==> src/sv/tgr_pkg.sv <==
`default_nettype none
package tgr_pkg;

  localparam int PosW   = 12;
  localparam int MoveW  = 13;
  localparam int GestW  = 3;
  localparam int ActW   = 2;
  localparam int CfgAW  = 2;
  localparam int CfgDW  = 16;
  localparam int InDW   = 32;
  localparam int OutDW  = 56;

  localparam int CoordBitsDef = 12;
  localparam int TimeBitsDef  = 16;

  localparam logic [11:0] SwipeMinLenRst = 12'd50;
  localparam logic [15:0] SwipeMaxTimeRst = 16'd500;
  localparam logic [15:0] LpIntervalRst   = 16'd1000;
  localparam logic [11:0] MoveThreshRst   = 12'd10;

  typedef enum logic [ActW-1:0] {
    ACT_PRESS   = 2'd0,
    ACT_MOVE    = 2'd1,
    ACT_RELEASE = 2'd2,
    ACT_TICK    = 2'd3
  } action_e;

  typedef enum logic [GestW-1:0] {
    GEST_TAP         = 3'd0,
    GEST_SWIPE_LEFT  = 3'd1,
    GEST_SWIPE_RIGHT = 3'd2,
    GEST_SWIPE_UP    = 3'd3,
    GEST_SWIPE_DOWN  = 3'd4,
    GEST_LP_START    = 3'd5,
    GEST_LP_END      = 3'd6,
    GEST_MOVE_FWD    = 3'd7
  } gesture_e;

  typedef enum logic [CfgAW-1:0] {
    REG_SWIPE_MIN_LEN  = 2'd0,
    REG_SWIPE_MAX_TIME = 2'd1,
    REG_LP_INTERVAL    = 2'd2,
    REG_MOVE_THRESH    = 2'd3
  } cfg_reg_e;

endpackage
`default_nettype wire

==> src/sv/touch_gesture_recognizer_unit.sv <==
// A result appears on the master side in the cycle after its input transaction is accepted.
// Throughput: one input transaction per cycle while input is not stalled; state is updated in the accepting cycle.
// The output register holds a waiting result, so the next input is not taken while it waits:
// input stalls only while that register is full and the master side is not ready.
// Reset (rst_ni low, asynchronous): state and counters clear, registers take defaults.
`default_nettype none
module touch_gesture_recognizer_unit #(
  parameter int COORD_BITS = tgr_pkg::CoordBitsDef,
  parameter int TIME_BITS  = tgr_pkg::TimeBitsDef
) (
  input  wire                        clk_i,
  input  wire                        rst_ni,
  input  wire                        cfg_we_i,
  input  wire  [tgr_pkg::CfgAW-1:0]  cfg_addr_i,
  input  wire  [tgr_pkg::CfgDW-1:0]  cfg_wdata_i,
  input  wire                        s_axis_tvalid,
  output logic                       s_axis_tready,
  // pos_x, pos_y, long_press_allowed
  input  wire  [tgr_pkg::InDW-1:0]   s_axis_tdata,
  // action
  input  wire  [tgr_pkg::ActW-1:0]   s_axis_tuser,
  output logic                       m_axis_tvalid,
  input  wire                        m_axis_tready,
  // point_x, point_y, move_dx, move_dy
  output logic [tgr_pkg::OutDW-1:0]  m_axis_tdata,
  // gesture
  output logic [tgr_pkg::GestW-1:0]  m_axis_tuser
);

  localparam int PW = tgr_pkg::PosW;
  localparam int DW = tgr_pkg::MoveW;
  localparam int CW = COORD_BITS;
  localparam int TW = TIME_BITS;

  logic [11:0] swipe_min_q;
  logic [15:0] swipe_max_q;
  logic [15:0] lp_interval_q;
  logic [11:0] move_thresh_q;

  logic [CW-1:0] start_x_q, start_x_d, start_y_q, start_y_d;
  logic [CW-1:0] last_x_q, last_x_d, last_y_q, last_y_d;
  logic          running_q, running_d, holding_q, holding_d, permitted_q, permitted_d;
  logic [TW-1:0] hold_cnt_q, hold_cnt_d, age_q, age_d;

  logic                   out_valid_q, out_valid_d;
  tgr_pkg::gesture_e      gest_q, gest_d;
  logic [PW-1:0]          ox_q, ox_d, oy_q, oy_d;
  logic signed [DW-1:0]   odx_q, odx_d, ody_q, ody_d;

  tgr_pkg::action_e act;
  logic [CW-1:0]    px, py;
  logic             allowed;
  logic             in_acc;

  logic signed [CW:0] mv_dx, mv_dy, rel_dx, rel_dy;
  logic [CW-1:0]      mv_ax, mv_ay, rel_ax, rel_ay, rel_m;
  logic [CW:0]        mv_sum;
  logic [TW-1:0]      age_inc, hc_inc;
  logic               res_valid;
  tgr_pkg::gesture_e  res_g;
  logic [CW-1:0]      res_x, res_y;
  logic signed [CW:0] res_dx, res_dy;

  assign act     = tgr_pkg::action_e'(s_axis_tuser);
  assign px      = CW'(s_axis_tdata[PW-1:0]);
  assign py      = CW'(s_axis_tdata[2*PW-1:PW]);
  assign allowed = s_axis_tdata[2*PW];

  assign s_axis_tready = !out_valid_q || m_axis_tready;
  assign in_acc        = s_axis_tvalid && s_axis_tready;

  assign mv_dx  = $signed({1'b0, px}) - $signed({1'b0, last_x_q});
  assign mv_dy  = $signed({1'b0, py}) - $signed({1'b0, last_y_q});
  assign rel_dx = $signed({1'b0, px}) - $signed({1'b0, start_x_q});
  assign rel_dy = $signed({1'b0, py}) - $signed({1'b0, start_y_q});
  assign mv_ax  = mv_dx[CW]  ? CW'(-mv_dx)  : CW'(mv_dx);
  assign mv_ay  = mv_dy[CW]  ? CW'(-mv_dy)  : CW'(mv_dy);
  assign rel_ax = rel_dx[CW] ? CW'(-rel_dx) : CW'(rel_dx);
  assign rel_ay = rel_dy[CW] ? CW'(-rel_dy) : CW'(rel_dy);
  assign mv_sum = {1'b0, mv_ax} + {1'b0, mv_ay};
  assign rel_m  = (rel_ax > rel_ay) ? rel_ax : rel_ay;

  assign age_inc = (age_q == '1) ? age_q : age_q + TW'(1);
  assign hc_inc  = (hold_cnt_q == '1) ? hold_cnt_q : hold_cnt_q + TW'(1);

  always_comb begin
    start_x_d   = start_x_q;
    start_y_d   = start_y_q;
    last_x_d    = last_x_q;
    last_y_d    = last_y_q;
    running_d   = running_q;
    holding_d   = holding_q;
    permitted_d = permitted_q;
    hold_cnt_d  = hold_cnt_q;
    age_d       = age_q;
    res_valid   = 1'b0;
    res_g       = tgr_pkg::GEST_TAP;
    res_x       = last_x_q;
    res_y       = last_y_q;
    res_dx      = '0;
    res_dy      = '0;
    case (act)
      tgr_pkg::ACT_PRESS: begin
        start_x_d   = px;
        start_y_d   = py;
        last_x_d    = px;
        last_y_d    = py;
        permitted_d = allowed;
        running_d   = 1'b1;
        hold_cnt_d  = '0;
        age_d       = '0;
      end
      tgr_pkg::ACT_MOVE: begin
        if (running_q) begin
          if (32'(mv_sum) > 32'(move_thresh_q)) begin
            hold_cnt_d = '0;
            last_x_d   = px;
            last_y_d   = py;
          end
        end else if (holding_q) begin
          res_valid = 1'b1;
          res_g     = tgr_pkg::GEST_MOVE_FWD;
          res_x     = px;
          res_y     = py;
        end
      end
      tgr_pkg::ACT_RELEASE: begin
        last_x_d = px;
        last_y_d = py;
        if (running_q) begin
          running_d = 1'b0;
          res_x     = start_x_q;
          res_y     = start_y_q;
          if (32'(rel_m) < 32'(swipe_min_q)) begin
            res_valid = 1'b1;
            res_g     = tgr_pkg::GEST_TAP;
          end else if (!(32'(age_q) > 32'(swipe_max_q))) begin
            res_valid = 1'b1;
            res_dx    = rel_dx;
            res_dy    = rel_dy;
            if (rel_ax > rel_ay) begin
              res_g = rel_dx[CW] ? tgr_pkg::GEST_SWIPE_LEFT : tgr_pkg::GEST_SWIPE_RIGHT;
            end else begin
              res_g = rel_dy[CW] ? tgr_pkg::GEST_SWIPE_UP : tgr_pkg::GEST_SWIPE_DOWN;
            end
          end
        end else if (holding_q) begin
          holding_d = 1'b0;
          res_valid = 1'b1;
          res_g     = tgr_pkg::GEST_LP_END;
          res_x     = px;
          res_y     = py;
        end
      end
      tgr_pkg::ACT_TICK: begin
        age_d = age_inc;
        if (running_q) begin
          hold_cnt_d = hc_inc;
          if (32'(hc_inc) >= 32'(lp_interval_q)) begin
            if (!permitted_q) begin
              hold_cnt_d = '0;
            end else begin
              running_d = 1'b0;
              holding_d = 1'b1;
              res_valid = 1'b1;
              res_g     = tgr_pkg::GEST_LP_START;
            end
          end
        end
      end
      default: begin
      end
    endcase
  end

  always_comb begin
    out_valid_d = out_valid_q && !m_axis_tready;
    gest_d      = gest_q;
    ox_d        = ox_q;
    oy_d        = oy_q;
    odx_d       = odx_q;
    ody_d       = ody_q;
    if (in_acc && res_valid) begin
      out_valid_d = 1'b1;
      gest_d      = res_g;
      ox_d        = PW'(res_x);
      oy_d        = PW'(res_y);
      odx_d       = DW'(res_dx);
      ody_d       = DW'(res_dy);
    end
  end

  always_ff @(posedge clk_i or negedge rst_ni) begin
    if (!rst_ni) begin
      swipe_min_q   <= tgr_pkg::SwipeMinLenRst;
      swipe_max_q   <= tgr_pkg::SwipeMaxTimeRst;
      lp_interval_q <= tgr_pkg::LpIntervalRst;
      move_thresh_q <= tgr_pkg::MoveThreshRst;
      start_x_q     <= '0;
      start_y_q     <= '0;
      last_x_q      <= '0;
      last_y_q      <= '0;
      running_q     <= 1'b0;
      holding_q     <= 1'b0;
      permitted_q   <= 1'b1;
      hold_cnt_q    <= '0;
      age_q         <= '0;
      out_valid_q   <= 1'b0;
    end else begin
      if (cfg_we_i) begin
        case (tgr_pkg::cfg_reg_e'(cfg_addr_i))
          tgr_pkg::REG_SWIPE_MIN_LEN:  swipe_min_q   <= cfg_wdata_i[11:0];
          tgr_pkg::REG_SWIPE_MAX_TIME: swipe_max_q   <= cfg_wdata_i;
          tgr_pkg::REG_LP_INTERVAL:    lp_interval_q <= cfg_wdata_i;
          tgr_pkg::REG_MOVE_THRESH:    move_thresh_q <= cfg_wdata_i[11:0];
          default: begin
          end
        endcase
      end
      if (in_acc) begin
        start_x_q   <= start_x_d;
        start_y_q   <= start_y_d;
        last_x_q    <= last_x_d;
        last_y_q    <= last_y_d;
        running_q   <= running_d;
        holding_q   <= holding_d;
        permitted_q <= permitted_d;
        hold_cnt_q  <= hold_cnt_d;
        age_q       <= age_d;
      end
      out_valid_q <= out_valid_d;
    end
  end

  always_ff @(posedge clk_i) begin
    gest_q <= gest_d;
    ox_q   <= ox_d;
    oy_q   <= oy_d;
    odx_q  <= odx_d;
    ody_q  <= ody_d;
  end

  assign m_axis_tvalid = out_valid_q;
  assign m_axis_tuser  = gest_q;
  assign m_axis_tdata  = {(tgr_pkg::OutDW - 2*PW - 2*DW)'(0), ody_q, odx_q, oy_q, ox_q};

endmodule
`default_nettype wire

==> config.mk <==
export PLATFORM = sky130hd
export DESIGN_NAME = touch_gesture_recognizer_unit
export DESIGN_NICKNAME = d
export VERILOG_FILES = /design/src/sv/tgr_pkg.sv /design/src/sv/touch_gesture_recognizer_unit.sv
export SDC_FILE = /design/constraint.sdc
export NUM_CORES = 1
export LEC_CHECK = 0
export BUFFER_PORTS_ARGS = -buffer_cell sky130_fd_sc_hd__buf_2
export CORE_UTILIZATION = 56
export DETAILED_ROUTE_END_ITERATION = 10
export GPL_TIMING_DRIVEN = 0
export PLACE_DENSITY_LB_ADDON = 0.1
export SYNTH_ARGS = -nofsm -noshare
export SYNTH_HDL_FRONTEND = slang
export SYNTH_SLANG_ARGS = --single-unit
export TNS_END_PERCENT = 5
==> constraint.sdc <==
create_clock -name clk_i -period 8.6 [get_ports clk_i]
set_input_delay 0.43 -clock clk_i [delete_from_list [all_inputs] [get_ports clk_i]]
set_output_delay 0.43 -clock clk_i [all_outputs]
set_load 0.01 [all_outputs]
# Yosys cells after proc, flatten, opt, wreduce, memory -nomap -nowiden
# Index checks and enable logic that the tools add are counted.
[word_totals] elab_cells=137 mem_bits_ro=0 out_inout_bits=61 mem_count=0 reg_bits=193 latch_bits=0 ramBits=0 in_bits=57
[classes] shift=0 n_reduce_logical=25 bitwise_logic=2 n_eq_ne=15 magnitude_cmp=5 n_addsub=11 multipliers=0 n_div=0 muxes=60
[ops] cell="two-way mux 12 bit" count=15
[ops] cell="two-way mux 16 bit" count=7
[ops] cell="case mux 12 bit (2 select lines)" count=4
[ops] cell="subtractor 12 x 12 -> 13 bit" count=4
[ops] cell="negation 12 bit" count=4
[ops] cell="case mux 16 bit (3 select lines)" count=1
[ops] cell="two-way mux 3 bit" count=11
[ops] cell="adder 16 x 1 -> 16 bit, second input constant" count=2
[ops] cell="equality test 16 bit, second input constant" count=2
[ops] cell="case mux 16 bit (2 select lines)" count=1
[ops] cell=">= comparator 16 bit" count=1
[ops] cell="> comparator 16 bit" count=1
[ops] cell="two-way mux 1 bit" count=16
[ops] cell="inequality test 2 bit, second input constant" count=7
[ops] cell="adder 12 x 12 -> 13 bit" count=1
[ops] cell="> comparator 13 x 12 -> 1 bit" count=1
[ops] cell="> comparator 12 bit" count=1
[ops] cell="less-than comparator 12 bit" count=1
[ops] cell="AND reduction 2 bit" count=6
[ops] cell="case mux 3 bit (3 select lines)" count=1
[ops] cell="equality test 2 bit, second input constant" count=4
[ops] cell="case mux 1 bit (3 select lines)" count=2
[ops] cell="AND reduction 6 bit" count=1
[ops] cell="nonzero test 2 bit" count=3
[ops] cell="14 further kinds" count=21

# Logic depth before layout (Yosys ltp)
[logic_depth] word_depth=11 mapped_depth=31 depth_no_buf=29

# Worst setup path before layout
# OpenSTA, ideal clock, no wires.
[synth_path] path_type="input port to flip-flop" startpoint="input port s_axis_tdata[0] in the netlist's numbering" endpoint="register gest_q[0], in the netlist m_axis_tuser[0] (enable)" arrival_ns=6.817 n_path_buf=1 setup_slack_ns=1.371 setup_ns=0.412 t_required_ns=8.188 stages=26 cell_sequence="inv_1 -> ha_1 -> fa_1 -> nor2b_1 -> o31a_1 -> o311a_1 -> or3_1 -> a221oi_2 -> a41oi_1 -> xnor2_1 -> inv_1 -> ha_1 -> nand4_1 -> a211o_1 -> a31oi_1 -> clkbuf_1 -> mux2i_1 -> ha_1 -> a21o_1 -> a21oi_1 -> o221ai_1 -> a221oi_1 -> nand2_1 -> o221ai_1 -> nand3_1 -> nand2_1"
[synth_between] elab_chain_cells=10
[synth_rtl] item="from (decl)" line_no="touch_gesture_recognizer_unit.sv:19" text="input wire [tgr_pkg::InDW-1:0] s_axis_tdata,"
[synth_rtl] item="subtractor 12 x 12 -> 13 bit (*)" line_no="touch_gesture_recognizer_unit.sv:74" text="assign rel_dx = $signed({1'b0, px}) - $signed({1'b0, start_x_q});"
[synth_rtl] item="negation 12 bit" line_no="touch_gesture_recognizer_unit.sv:78" text="assign rel_ax = rel_dx[CW] ? CW'(-rel_dx) : CW'(rel_dx);"
[synth_rtl] item="two-way mux 12 bit (*)" line_no="touch_gesture_recognizer_unit.sv:78"
[synth_rtl] item="> comparator 12 bit" line_no="touch_gesture_recognizer_unit.sv:81" text="assign rel_m = (rel_ax > rel_ay) ? rel_ax : rel_ay;"
[synth_rtl] item="two-way mux 12 bit (*)" line_no="touch_gesture_recognizer_unit.sv:81"
[synth_rtl] item="less-than comparator 12 bit (*)" line_no="touch_gesture_recognizer_unit.sv:134" text="if (32'(rel_m) < 32'(swipe_min_q)) begin"
[synth_rtl] item="two-way mux 1 bit (*)" line_no="touch_gesture_recognizer_unit.sv:134"
[synth_rtl] item="two-way mux 1 bit (*)" line_no="touch_gesture_recognizer_unit.sv:130" text="if (running_q) begin"
[synth_rtl] item="case mux 1 bit (3 select lines) (*)" line_no="touch_gesture_recognizer_unit.sv:102" text="case (act)"
[synth_rtl] item="logical AND 1 bit (*)" line_no="touch_gesture_recognizer_unit.sv:183" text="if (in_acc && res_valid) begin"
[synth_rtl] item="to (signal assigned)" line_no="touch_gesture_recognizer_unit.sv:236" text="gest_q <= gest_d;"
[synth_rtl] item="to (decl)" line_no="touch_gesture_recognizer_unit.sv:46" text="tgr_pkg::gesture_e gest_q, gest_d;"
# Every way passes the cells marked *; elsewhere a longest branch is shown, timed or not.
# A chain may end at the register's enable or synchronous reset.

# Worst setup path after layout
[layout_path] startpoint="register start_x_q[0]" endpoint="register odx_q[1] (enable)"
[layout_between] elab_chain_cells=10
[layout_rtl] item="from (decl)" line_no="touch_gesture_recognizer_unit.sv:40" text="logic [CW-1:0] start_x_q, start_x_d, start_y_q, start_y_d;"
[layout_rtl] item="from (signal assigned)" line_no="touch_gesture_recognizer_unit.sv:221" text="start_x_q <= start_x_d;"
[layout_rtl] item="subtractor 12 x 12 -> 13 bit (*)" line_no="touch_gesture_recognizer_unit.sv:74"
[layout_rtl] item="negation 12 bit" line_no="touch_gesture_recognizer_unit.sv:78"
[layout_rtl] item="two-way mux 12 bit (*)" line_no="touch_gesture_recognizer_unit.sv:78"
[layout_rtl] item="> comparator 12 bit" line_no="touch_gesture_recognizer_unit.sv:81"
[layout_rtl] item="two-way mux 12 bit (*)" line_no="touch_gesture_recognizer_unit.sv:81"
[layout_rtl] item="less-than comparator 12 bit (*)" line_no="touch_gesture_recognizer_unit.sv:134"
[layout_rtl] item="two-way mux 1 bit (*)" line_no="touch_gesture_recognizer_unit.sv:134"
[layout_rtl] item="two-way mux 1 bit (*)" line_no="touch_gesture_recognizer_unit.sv:130"
[layout_rtl] item="case mux 1 bit (3 select lines) (*)" line_no="touch_gesture_recognizer_unit.sv:102"
[layout_rtl] item="logical AND 1 bit (*)" line_no="touch_gesture_recognizer_unit.sv:183"
[layout_rtl] item="to (signal assigned)" line_no="touch_gesture_recognizer_unit.sv:239" text="odx_q <= odx_d;"
[layout_rtl] item="to (decl)" line_no="touch_gesture_recognizer_unit.sv:48" text="logic signed [DW-1:0] odx_q, odx_d, ody_q, ody_d;"
# Marks and branches as above.

==> run_results.csv <==
group,metric,value,unit
floorplan,core,24400,sq um
routing,wire_per_inst,18.4,um
sta,finClkSkew,0.0209,ns
synthesis,syn_area,14000,sq um
clock_tree,cts_resized,0,
sta,setup_viol,0,
synthesis,yosysSeqAreaShare,36.6,%
power,power.leakage,7.22,nW
sta,slew_violations,0,
routing,drtAntennaViolNets,0,
routing,drt_iter0_markers,822,
floorplan,start_util,57.4,%
floorplan,die_h,160,um
final_layout,layout.nets,1766,
flow_run,cap_viol_max_count,0,
power,p_int,3.86,mW
power,p_seq_share,18.3,%
final_layout,fin_area,15600,sq um
worst_setup_path,cp.required,8.74,ns
clock_tree,hold_buffers,1,
global_routing,grt_pass1_wl,56100,um
floorplan,io-pin-count,118,
placement,portBuffers,104,
clock_tree,cts-buffers-inserted,17,
sta,layout_min_cycle_time,7.96,ns
synthesis,yosysWarnings,0,
synthesis,yosysTopAreaCell,"dfrtp_1",
global_routing,antenna_found_initial,1,
global_routing,grt_max_degree,79,
final_layout,fin_cells,1901,
power,switching_share,46.2,%
power,clkPwrFrac,11.4,%
final_layout,syn2layout_area_growth,11.5,%
global_routing,grt-ovfl-total,0,
clock_tree,cts_buffer_depth,2,
clock_tree,cts_setup_buffers,0,
synthesis,yosys_register_bits,193,
worst_setup_path,path_class,"flip-flop to flip-flop",
worst_setup_path,worst_path_largest_cell_delay,0.58,ns
worst_setup_path,slowest_stage,"clkbuf_1",
synthesis,synth_cells,1433,
power,powerDensity,459,nW/um^2
clock_tree,cts.clk_slew.worst_paths,0.08,ns
worst_setup_path,startpoint_type,"flip-flop",
outcome,status,"complete, no violations",
power,ir_drop,734,uV
final_layout,drive_above_1_share,18.9,%
synthesis,synth_top_area_share,21.8,%
synthesis,async_flop_share,72.5,%
sta,worst_pin_slew,0.899,ns
routing,dr.pass1.iters,5,
global_routing,grt_pass1_vias,10500,
final_layout,fin_util,64.0,%
sta,grt_setup_unrepaired,"no",
placement,dpl.hpwl,27400,um
sta,slew-limit-headroom,38.5,%
synthesis,synthFlopType,"dfrtp_1",
final_layout,insertedDiodeCount,0,
routing,vias_per_cell,5.81,
routing,totalWireLength,34900,um
global_routing,grt_util_all_layers,28.1,%
placement,dp_cells,1868,
floorplan,die-area,25600,sq um
placement,place_area,15000,sq um
clock_tree,clk_latency,0.46,ns
placement,place_congestion,0.931,
routing,drc,0,
sta,hold_ws,0.230,ns
sta,hold_viol,0,
clock_tree,cts-root-buf,"clkbuf_16",
clock_tree,cts.sinks,193,
routing,num_vias,11000,
floorplan,row_count,57,
worst_setup_path,cp_max_fo,29,
floorplan,die_w,160,um
clock_tree,htreeDepth,4,
power,p_sw,3.31,mW
clock_tree,cts_tree,"built",
worst_setup_path,end_kind,"flip-flop",
synthesis,synth_area_per_cell,9.77,sq um
sta,fin_crit_sh,92.5,%
sta,fmax,0.126,GHz
worst_setup_path,crit_top_cell,"ha_1",
min_path,worstHoldPathType,"primary input to flip-flop",
synthesis,synth-edff-count,53,
synthesis,synth_area_leaders,"dfrtp_1 22%, ha_1 13%, edfxtp_1 11%",
synthesis,synth.distinct_cells,86,
power,p_comb_share,70.3,%
worst_setup_path,arrival,8.10,ns
## layout make-up
cell class              instances  area [sq um]
plain buffers                  46           210
multi-input cells            1054          8150
repair buffers                107           584
inverters                     145           544
fillers                      2074          8790
clock buffers                  17           425
flip-flops and latches        193          5120
well taps                     324           405
clock inverters                15           168
## kinds of logic after synthesis
family / share of synthesized area [%]
mux: 8.62
fa+ha+maj: 13.2
buf+inv: 5.39
compound gates: 17.1
simple gates: 13.1
other cells: 0.0268
xor+xnor: 5.97
flops: 36.6
## stage by stage
step | setup TNS, ns | worst slack, ns | power [mW]
floorplan | 0 | 1.37 | 5.18
global placement | -20.77 | -0.395 | 6.11
detailed placement | 0 | 0.488 | 6.26
CTS | 0 | 0.727 | 7.13
global route | 0 | 0.0700 | 7.80
finish | 0 | 0.643 | 7.17
## per-layer routing
layer | global-route usage (%) | share of wire (%)
met5 | 0 | 0
met4 | 8.79 | 2.4
met3 | 3.30 | 4.7
met2 | 42.8 | 44
met1 | 41.7 | 49
## power groups by stage
stage | combinational (mW) | sequential, mW | clock [mW]
global placement | 4.79 | 1.32 | 0
floorplan | 3.89 | 1.29 | 0
detailed placement | 4.94 | 1.32 | 0
global route | 5.61 | 1.33 | 0.859
CTS | 5.00 | 1.31 | 0.824
finish | 5.04 | 1.31 | 0.817
## sequential cells by signal, indices dropped and copies added, names as in the netlist, 3 cells and up
name,cells
swipe_min_q,12
last_y_q,12
hold_cnt_q,16
oy_q,12
start_y_q,12
start_x_q,12
age_q,16
ody_q,13
move_thresh_q,12
last_x_q,12
lp_interval_q,16
ox_q,12
swipe_max_q,16
m_axis_tuser,3
odx_q,13
## cells in the mapped netlist, types with 31 or more instances
library cell	number
xnor2_1	55
xor2_1	36
a22o_1	58
o21ai_0	77
edfxtp_1	53
mux2_2	92
nand3_1	35
nor2_1	97
clkbuf_1	31
ha_1	140
a21oi_1	59
dfrtp_1	122
inv_1	145
nand2_1	77
## worst max-delay path: cells and delay by family, from the launching register on
kind	cells	cell delay (ns)
AOI/OAI and AO/OA	12	2.88
buffers and inverters	4	1.36
adders and majority gates	4	1.25
and+or+nand+nor	5	1.14
DFF	1	0.40
muxes	1	0.34
xor gates and xnor gates	1	0.25
## path summary, 6_finish.rpt
| check | start | end | slack, ns | depth (start not counted) |
|---|---|---|---|---|
| worst max-delay path | start_x_q[0] | odx_q[1] | 0.64 | 27 |
| worst min-delay path | cfg_wdata_i[13] | swipe_max_q[13] | 0.23 | 2 |
| worst max register to register | start_x_q[0] | odx_q[1] | 0.64 | 27 |
| worst min register to register | lp_interval_q[13] | lp_interval_q[13] | 0.51 | 1 |
| max in group asynchronous | rst_ni | swipe_max_q[2] | 7.24 | 3 |
| min in group asynchronous | rst_ni | age_q[7] | 0.52 | 2 |
## placed cells by master, fill, tap and decap left out, types with 8 or more instances in the layout
cell / n
a21o_1: 25
a21oi_1: 59
a22o_1: 58
a31oi_1: 10
and2_1: 15
and3_1: 13
buf_2: 109
clkbuf_1: 31
clkbuf_16: 17
dfrtp_1: 122
dfstp_2: 18
edfxtp_1: 53
ha_1: 140
inv_1: 145
mux2_2: 92
mux2i_1: 17
nand2_1: 76
nand2b_1: 13
nand3_1: 35
nand4_1: 14
nor2_1: 97
nor2b_1: 21
nor3_1: 26
nor3b_1: 8
o21a_1: 24
o21ai_0: 77
xnor2_1: 55
xor2_1: 36
No activity file was read; power rests on OpenSTA's default activity.
